===== src/rtl/bst_pkg.sv =====
// Types, codes and keyword tables shared by the byte stream tokenizer.
package bst_pkg;

    localparam int KW_COUNT = 3;

    // Keyword order: int, return, if.
    localparam logic [1:0] KW_INT    = 2'd0;
    localparam logic [1:0] KW_RETURN = 2'd1;
    localparam logic [1:0] KW_IF     = 2'd2;

    localparam logic [2:0] KW_LEN [KW_COUNT] = '{3'd3, 3'd6, 3'd2};

    typedef enum logic [1:0] {
        MODE_IDLE   = 2'd0,
        MODE_WORD   = 2'd1,
        MODE_NUMBER = 2'd2
    } mode_t;

    typedef enum logic [2:0] {
        KIND_KEYWORD      = 3'd0,
        KIND_IDENT        = 3'd1,
        KIND_NUMBER       = 3'd2,
        KIND_OPERATOR     = 3'd3,
        KIND_UNRECOGNIZED = 3'd4
    } kind_t;

    typedef struct packed {
        logic       last;
        logic       sat;
        logic [7:0] first;
        logic [6:0] len;
        logic [1:0] kwi;
        kind_t      kind;
    } result_t;

    // Character of keyword k at position pos; zero past the end of the keyword.
    function automatic logic [7:0] kw_char(input logic [1:0] k, input logic [2:0] pos);
        logic [7:0] ch;
        ch = 8'h00;
        case (k)
            KW_INT: begin
                case (pos)
                    3'd0:    ch = "i";
                    3'd1:    ch = "n";
                    3'd2:    ch = "t";
                    default: ch = 8'h00;
                endcase
            end
            KW_RETURN: begin
                case (pos)
                    3'd0:    ch = "r";
                    3'd1:    ch = "e";
                    3'd2:    ch = "t";
                    3'd3:    ch = "u";
                    3'd4:    ch = "r";
                    3'd5:    ch = "n";
                    default: ch = 8'h00;
                endcase
            end
            KW_IF: begin
                case (pos)
                    3'd0:    ch = "i";
                    3'd1:    ch = "f";
                    default: ch = 8'h00;
                endcase
            end
            default: ch = 8'h00;
        endcase
        return ch;
    endfunction

    function automatic logic is_letter(input logic [7:0] c);
        return (c inside {["a":"z"], ["A":"Z"]});
    endfunction

    function automatic logic is_digit(input logic [7:0] c);
        return (c inside {["0":"9"]});
    endfunction

    function automatic logic is_space(input logic [7:0] c);
        return (c inside {8'd32, [8'd9:8'd13]});
    endfunction

    function automatic logic is_op(input logic [7:0] c);
        return (c inside {"+", "-", "*", "/", "=", "<", ">"});
    endfunction

endpackage


===== src/rtl/byte_stream_tokenizer.sv =====
// Byte stream tokenizer top level: scanner state, token decision and result queue.
//
//  Channel | Dir | tdata                      | tlast        | Meaning
//  s_      | in  | [7:0] text_byte            | end_of_text  | one text byte per transfer
//  m_      | out | [2:0] token_kind,          | last_of_run  | one token per transfer
//          |     | [4:3] keyword_index,       |              |
//          |     | [11:5] token_length,       |              |
//          |     | [19:12] first_byte,        |              |
//          |     | [20] length_saturated      |              |
//
// A byte is decided in the cycle it is accepted; its tokens are registered into the result queue, whose head drives m_.
// One byte per cycle is sustained while the queue holds at most one token; a byte that yields two
// tokens can stall the input, since the single output port drains a three-entry result queue.
// s_tready is high while the queue holds at most one token, so it does not depend
// on m_tready. Reset (aresetn low, synchronous) empties the queue and idles the scanner.
module byte_stream_tokenizer
    import bst_pkg::*;
#(
    parameter int MAX_TOKEN_LENGTH = 127
) (
    input  logic        aclk,
    input  logic        aresetn,
    input  logic        s_tvalid,
    output logic        s_tready,
    input  logic [7:0]  s_tdata,   // [7:0] text_byte
    input  logic        s_tlast,   // end_of_text
    output logic        m_tvalid,
    input  logic        m_tready,
    output logic [23:0] m_tdata,   // kind, keyword_index, length, first_byte, saturated
    output logic        m_tlast    // last_of_run
);

    localparam int LEN_W = $clog2(MAX_TOKEN_LENGTH + 1);
    localparam int QDEPTH = 3;

    typedef struct packed {
        mode_t            mode;
        logic [LEN_W-1:0] len;
        logic [2:0]       kw;
        logic [7:0]       first;
        logic             sat;
    } scan_t;

    localparam scan_t SCAN_IDLE = '{mode: MODE_IDLE, len: '0, kw: 3'b000,
                                    first: 8'h00, sat: 1'b0};

    function automatic logic [2:0] match_kw(input logic [2:0] kw, input logic [LEN_W-1:0] pos,
                                            input logic [7:0] c);
        logic [2:0] m;
        m = kw;
        for (int k = 0; k < KW_COUNT; k++) begin
            if (pos >= LEN_W'(KW_LEN[k]) || kw_char(2'(k), pos[2:0]) != c) begin
                m[k] = 1'b0;
            end
        end
        return m;
    endfunction

    function automatic scan_t append(input scan_t s, input logic [7:0] c);
        scan_t r;
        r = s;
        if (s.len >= LEN_W'(MAX_TOKEN_LENGTH)) begin
            r.sat = 1'b1;
            r.kw  = 3'b000;
        end else begin
            if (s.mode == MODE_WORD) begin
                r.kw = match_kw(s.kw, s.len, c);
            end
            r.len = s.len + 1'b1;
        end
        return r;
    endfunction

    function automatic result_t flush_res(input scan_t s);
        result_t r;
        r.kind  = (s.mode == MODE_WORD) ? KIND_IDENT : KIND_NUMBER;
        r.kwi   = 2'd0;
        r.len   = 7'(s.len);
        r.first = s.first;
        r.sat   = s.sat;
        r.last  = 1'b0;
        if (s.mode == MODE_WORD) begin
            for (int k = 0; k < KW_COUNT; k++) begin
                if (s.kw[k] && !s.sat && s.len == LEN_W'(KW_LEN[k])) begin
                    r.kind = KIND_KEYWORD;
                    r.kwi  = 2'(k);
                end
            end
        end
        return r;
    endfunction

    scan_t            scan_reg, scan_next;
    result_t          q_reg [QDEPTH];
    result_t          q_next [QDEPTH];
    result_t          q_sh [QDEPTH];
    logic [1:0]       count_reg, count_next;

    logic             push, pop;
    logic [7:0]       c;
    logic             letter, digit, space, op, extend;
    scan_t            mid, started;
    result_t          res_a, res_b, r0, r1;
    logic             a_valid, b_valid;
    logic [1:0]       n_res;
    logic [1:0]       base;

    assign s_tready = (count_reg <= 2'd1);
    assign push     = s_tvalid && s_tready;
    assign m_tvalid = (count_reg != 2'd0);
    assign pop      = m_tvalid && m_tready;
    assign m_tdata  = {3'b000, q_reg[0].sat, q_reg[0].first, q_reg[0].len, q_reg[0].kwi,
                       q_reg[0].kind};
    assign m_tlast  = q_reg[0].last;

    // Token decision for the byte at the input.
    always_comb begin
        c      = s_tdata;
        letter = is_letter(c);
        digit  = is_digit(c);
        space  = is_space(c);
        op     = is_op(c);
        extend = (scan_reg.mode == MODE_WORD && (letter || digit)) ||
                 (scan_reg.mode == MODE_NUMBER && (digit || c == "."));

        started       = SCAN_IDLE;
        started.mode  = letter ? MODE_WORD : MODE_NUMBER;
        started.kw    = letter ? 3'b111 : 3'b000;
        started.first = c;
        started       = append(started, c);

        // The pending token is closed out first unless this byte extends it.
        a_valid = !extend && (scan_reg.mode != MODE_IDLE);
        res_a   = flush_res(scan_reg);

        if (extend) begin
            mid = append(scan_reg, c);
        end else if (letter || digit) begin
            mid = started;
        end else begin
            mid = SCAN_IDLE;
        end

        // Second slot: the byte's own token, or the flush at end of text.
        res_b.kind  = op ? KIND_OPERATOR : KIND_UNRECOGNIZED;
        res_b.kwi   = 2'd0;
        res_b.len   = 7'd1;
        res_b.first = c;
        res_b.sat   = 1'b0;
        res_b.last  = 1'b0;
        b_valid     = 1'b0;
        if (!extend && !space && !letter && !digit) begin
            b_valid = 1'b1;
        end else if (s_tlast && mid.mode != MODE_IDLE) begin
            b_valid = 1'b1;
            res_b   = flush_res(mid);
        end

        r0      = a_valid ? res_a : res_b;
        r1      = res_b;
        r0.last = !(a_valid && b_valid);
        r1.last = 1'b1;
        n_res   = {1'b0, a_valid} + {1'b0, b_valid};

        scan_next = scan_reg;
        if (push) begin
            scan_next = s_tlast ? SCAN_IDLE : mid;
        end
    end

    // Result queue: entry 0 is the head; new tokens land behind what remains.
    always_comb begin
        for (int i = 0; i < QDEPTH; i++) begin
            q_sh[i] = (pop && i < QDEPTH - 1) ? q_reg[(i + 1) % QDEPTH] : q_reg[i];
        end
        base = count_reg - {1'b0, pop};
        for (int i = 0; i < QDEPTH; i++) begin
            q_next[i] = q_sh[i];
            if (push && n_res != 2'd0 && base == 2'(i)) begin
                q_next[i] = r0;
            end
            if (push && n_res == 2'd2 && base + 2'd1 == 2'(i)) begin
                q_next[i] = r1;
            end
        end
        count_next = base + (push ? n_res : 2'd0);
    end

    always_ff @(posedge aclk) begin
        if (!aresetn) begin
            scan_reg  <= SCAN_IDLE;
            count_reg <= 2'd0;
        end else begin
            scan_reg  <= scan_next;
            count_reg <= count_next;
        end
    end

    always_ff @(posedge aclk) begin
        for (int i = 0; i < QDEPTH; i++) begin
            q_reg[i] <= q_next[i];
        end
    end

    a_count_bound: assert property (@(posedge aclk) disable iff (!aresetn)
        count_reg <= 2'd3)
        else $error("result queue count out of range");

    a_end_idles: assert property (@(posedge aclk) disable iff (!aresetn)
        (s_tvalid && s_tready && s_tlast) |=> (scan_reg.mode == MODE_IDLE))
        else $error("scanner not idle after end of text");

    a_idle_len: assert property (@(posedge aclk) disable iff (!aresetn)
        (scan_reg.mode == MODE_IDLE) |-> (scan_reg.len == '0))
        else $error("idle scanner holds a length");

    a_pair_queued: assert property (@(posedge aclk) disable iff (!aresetn)
        (m_tvalid && !m_tlast) |-> (count_reg >= 2'd2))
        else $error("first token of a pair without its partner queued");

endmodule

===== config.mk =====
export PLATFORM = sky130hd
export DESIGN_NAME = byte_stream_tokenizer
export DESIGN_NICKNAME = d
export VERILOG_FILES = /design/src/rtl/bst_pkg.sv /design/src/rtl/byte_stream_tokenizer.sv
export SDC_FILE = /design/constraint.sdc
export NUM_CORES = 1
export LEC_CHECK = 0
export CORE_MARGIN = 1
export CORE_UTILIZATION = 40
export DETAILED_ROUTE_END_ITERATION = 8
export DONT_BUFFER_PORTS = 1
export GPL_TIMING_DRIVEN = 0
export PLACE_DENSITY = 0.53
export SETUP_SLACK_MARGIN = 0.3
export SYNTH_ARGS = -nofsm -noshare
export SYNTH_HDL_FRONTEND = slang
export SYNTH_SLANG_ARGS = --single-unit

===== constraint.sdc =====
create_clock -name aclk -period 12.71 [get_ports aclk]
set_clock_uncertainty 0.1 [all_clocks]
set_input_delay 0.6355 -clock aclk [delete_from_list [all_inputs] [get_ports aclk]]
set_output_delay 0.6355 -clock aclk [all_outputs]
set_load 0.1 [all_outputs]

-- Yosys cells after proc, flatten, opt, wreduce, memory -nomap -nowiden
Memories as Yosys holds them, arrays and structs flattened.
Cells that the tools add are included.
- register bits: 23
- word-level logic and storage cells: 172
- memories: 1
- bits in writable memories: 66
- output and inout bits: 27
- memory list (name ; depth ; bits a word ; read ports ; clocked after memory_dff ; write ports ; RTL line ; text):
    q_reg ; 3 ; 22 ; 3 ; 0 ; 3 ; byte_stream_tokenizer.sv:94 ; result_t q_reg [QDEPTH];
- reduce and logical (&&, ||, !) cells: 58
- add/subtract/negate cells: 5
- multiplexer cells: 55
- eq/ne operators: 34
- order comparisons: 13
- operators with widths (operator ; count):
    $mux W22 ; 8
    $mux W21 ; 6
    $mux W8 ; 11
    $eq A8 B6 Y1 const B ; 9
    $ne A8 B8 Y1 ; 5
    $pmux W7 S5 ; 1
    $logic_and A1 B1 Y1 ; 34
    $mux W5 ; 6
    $eq A7 B2 Y1 const B ; 4
    $pmux W7 S3 ; 1
    $ge A8 B7 Y1 const B ; 2
    $le A8 B7 Y1 const B ; 2
    $mux W3 ; 5
    $eq A7 B3 Y1 const B ; 2
    $ge A7 B2 Y1 const B ; 2
    $pmux W7 S2 ; 1
    $mux W2 ; 6
    $reduce_bool A2 Y1 ; 6
    $eq A2 B1 Y1 const B ; 5
    $mux W1 ; 9
    $eq A2 B2 Y1 const B ; 4
    $ge A8 B4 Y1 const B ; 1
    $ge A8 B6 Y1 const B ; 1
    $le A8 B4 Y1 const B ; 1
    other kinds (19) ; 33

-- Logic depth before layout (Yosys ltp)
- depth in word-level cells: 25
- mapped depth: 14

-- Worst setup path after synthesis
OpenSTA, ideal clock, no wires.
- path type: input to register
- start: in s_tdata[7]
- end: mem q_reg[0][0] (netlist bit), enable pin
- arrival: 3965 ps
- data required time: 12206 ps
- library setup time: 404 ps
- stages on the path: 13
- path buffers: 3
- slack: 8241 ps
- cell sequence: clkbuf_1 > or4b_1 > o2bb2ai_1 > nand2_1 > a21oi_2 > inv_1 > clkbuf_1 > ha_1 > nor2b_1 > and3_1 > clkbuf_1 > nor2_1 > nand2_1
- RTL lines (element ; RTL line ; text):
    start: declaration ; byte_stream_tokenizer.sv:25 ; input logic [7:0] s_tdata,
    end: declaration ; byte_stream_tokenizer.sv:94 ;

==> reports/metrics.yaml <==
clock_network:
  cts-root-buf: "clkbuf_16"
  cts_resized: 0
  htree_levels: 3
  clk_path_buf_depth: 2
  cts_setup_buffers: 0
  cts_hold_buf: 0
  clock-sinks: 89
  insertion_delay_ns: 0.34
  cts_tree: "done"
  cts_buffers: 9
  clk_pin_slew_ns: 0.06
critical_path:
  cpMaxStageDelayCell: "nand2_1"
  critPathMaxFanout: 21
  regToRegSetupSlack_ns: 7.45
  r2r-end: "q_reg[0][42]"
  regToRegStartpoint: "count_reg[1]"
  required_ns: 12.50
  setup.worst_path.start_class: "input port"
  end_kind: "register"
  reg2regPathDepth: 9
  cp_data_arrival_time_ns: 5.27
  path_common_cell: "clkbuf_1"
  cpPeakStageDelay_ns: 0.66
  crit_type: "input port to register"
  worstPathCellList: "clkbuf_1, or4b_1, o2bb2ai_1, nand2_1, a21oi_2, inv_1, clkbuf_1, ha_1, nor2b_1, and3_1, clkbuf_1, nor2_1, nand2_1"
cells_and_area:
  stdcell_count: 823
  drive_gt1_share_pct: 8.50
  fill_cells: 1373
  num_antenna_cells: 0
  largest_reg_flops: 66
  syn_to_final_growth_pct: 9.40
  fin_nets: 664
place:
  dp.cells: 807
  routabilityCongestion: 0.870
  hpwl_um: 12300
  port-buffer-count: 0
sta:
  setup_viol: 0
  period_share_pct: 43.1
  slew_headroom_pct: 19.2
  fmaxAchievable_mhz: 183
  fin_tns_setup_ns: 0
  fin_hold_ws_ns: 0.335
  hold_viol_final: 0
  min_period_ns: 5.48
  tightest_slew_ns: 1.20
  slew_viol_final: 0
  rsz0062_at_grt: "no"
status:
  outcome: "finished clean"
worst_hold_path:
  hold_end: "res_a[5]"
  hp-class: "input port to register"
  min_from: "aresetn"
  whs_path_depth: 1
floorplan:
  core_area_mm2: 0.0135
  die_w_um: 120
  start_util_pct: 41.6
  ioPinCount: 40
  dieArea_mm2: 0.0145
  die_y_um: 120
  placementRows: 42
global_routing:
  grt_max_degree: 22
  grt_overflow: 0
  grt_pass1_wl_um: 26000
  track_usage_pct: 23.4
  grt_pass1_vias: 4479
  antenna_found_initial: 0
detailed_routing:
  routed_wl_um: 16300
  routedWlPerCell_um: 19.8
  vias: 4893
  first_pass_iters: 6
  dr.first_iter.drc_count: 579
  ant_nets: 0
  drc: 0
  viasPerCell: 5.95
synthesis:
  synth_ff_type: "edfxtp_1"
  synth_compound_gate_area_share_pct: 23.9
  synthCells: 629
  synth_top_family_by_area: "compound AO/OA/AOI/OAI gates"
  ys_seq_elements: 89
  seq_area_frac_synth_pct: 43.1
  syn_area_mm2: 0.00560
  yosysUniqueCellTypes: 71
  postSynthAreaPerCell_um2: 8.91
  synth-adder-area-share_pct: 2.01
  yosysWarnings: 0
  synth_xor_area_share_pct: 1.72
  synthMuxAreaShare_pct: 2.01
  async_flop_share_pct: 0
  synth-simple-area-share_pct: 20.3
  synth-edff-count: 63
run:
  cap_viol_max_count: 0
power_and_ir_drop:
  max-vdd-ir-drop_uv: 97.6
  power_density_mw_per_mm2: 209
  leakagePower_uw: 0.00214
per-layer routing:
layer	up-vias	track usage (%)	routed length (um)
met2	174	34.8	6960
met1	2356	34.9	8090
met3	27	2.97	912
li1	2336	-	-
met5	-	0	0
met4	0	7.56	365
cells in the mapped netlist, types with 7 or more instances:
cell       n  share of area, %
ha_1       9               2.0
o21a_1     7              0.94
edfxtp_1  63                34
clkbuf_1  35               2.3
inv_1     14              0.94
xnor2_1    8               1.3
mux2i_1    9               1.6
o22ai_1   15               1.7
nor3_1    11              0.98
o21ai_0   54               4.8
a22oi_1   24               3.2
and2_1    11               1.2
buf_4     24               3.2
dfxtp_1   26               9.3
nor2_1    53               3.6
a21oi_1   55               4.9
nand2_1   64               4.3
nand3_1   13               1.2
a31oi_1    7              0.78
and3_1     8              0.89
nor2b_1   27               3.0
worst max-delay path, delay by kind of cell:
family                   cells  cell delay [ns]
AO/OA/AOI/OAI                2             0.89
buffers and inverters        4             0.94
AND/OR/NAND/NOR              6             2.41
adder cells (fa/ha/maj)      1             0.37
cells in the final DEF (no fill, tap or decap), drive strengths merged, types with 8 or more instances in the layout:
cell / n
xnor2: 8
clkbuf: 47
ha: 9
nor2: 53
nand2: 64
a22oi: 24
o21ai: 56
a21oi: 57
buf: 28
o22ai: 15
edfxtp: 63
nor3: 12
inv: 14
and3: 8
nor2b: 27
mux2i: 9
dfxtp: 26
nand3: 13
and2: 13
cells by family (layout without fill, tap and decap cells):
group                      Yosys count  in the layout
muxes                               11             11
adders and majority gates            9              9
AOI/OAI and AO/OA                  208            208
xor gates and xnor gates            11             11
and+or+nand+nor                    223            223
DFF                                 89             89
buffers and inverters               77             93
other                                1              3
stage by stage:
| stage | total power, uW | utilization (%) | cell area, um^2 | setup slack, ns |
|---|---|---|---|---|
| after detailed placement | 1010 | 43.3 | 5830 | 6.81 |
| after CTS | 1280 | 45.6 | 6130 | 7.18 |
| after global placement | 1010 | 43.3 | 5830 | 6.99 |
| final | 1280 | 45.6 | 6130 | 7.23 |
| after floorplan | 945 | - | 5610 | 8.24 |
| after global routing | 1330 | 45.6 | 6130 | 6.77 |
where the power goes:
group	switching (uW)	leakage [uW]	internal [uW]	total [uW]
clock	115	0.000147	159	274
combinational	442	0.00118	115	557
sequential	28.4	0.000810	422	450
how the worst max path moves through the flow:
| stage | from | slack [ns] | to | cells past startpoint |
|---|---|---|---|---|
| after floorplan | s_tdata[7] | 8.24 | q_reg[0][0] | 13 |
| after global placement | s_tdata[7] | 6.99 | q_reg[0][14] | 13 |
| after detailed placement | s_tdata[7] | 6.81 | q_reg[0][11] | 13 |
| after CTS | s_tdata[7] | 7.18 | q_reg[0][3] | 13 |
| after global routing | s_tdata[7] | 6.77 | q_reg[0][3] | 13 |
| final | s_tdata[7] | 7.23 | q_reg[0][13] | 13 |
final cells by class:
cell class,instances,area (um^2),share of cell area [%]
flip-flops and latches,89,2410,39.4
well taps,176,220,3.59
clock inverters,4,52.6,0.857
plain buffers,63,337,5.49
multi-input cells,465,2810,45.8
inverters,14,52.6,0.857
clock buffers,12,246,4.02
(Power assumes the default switching activity.)
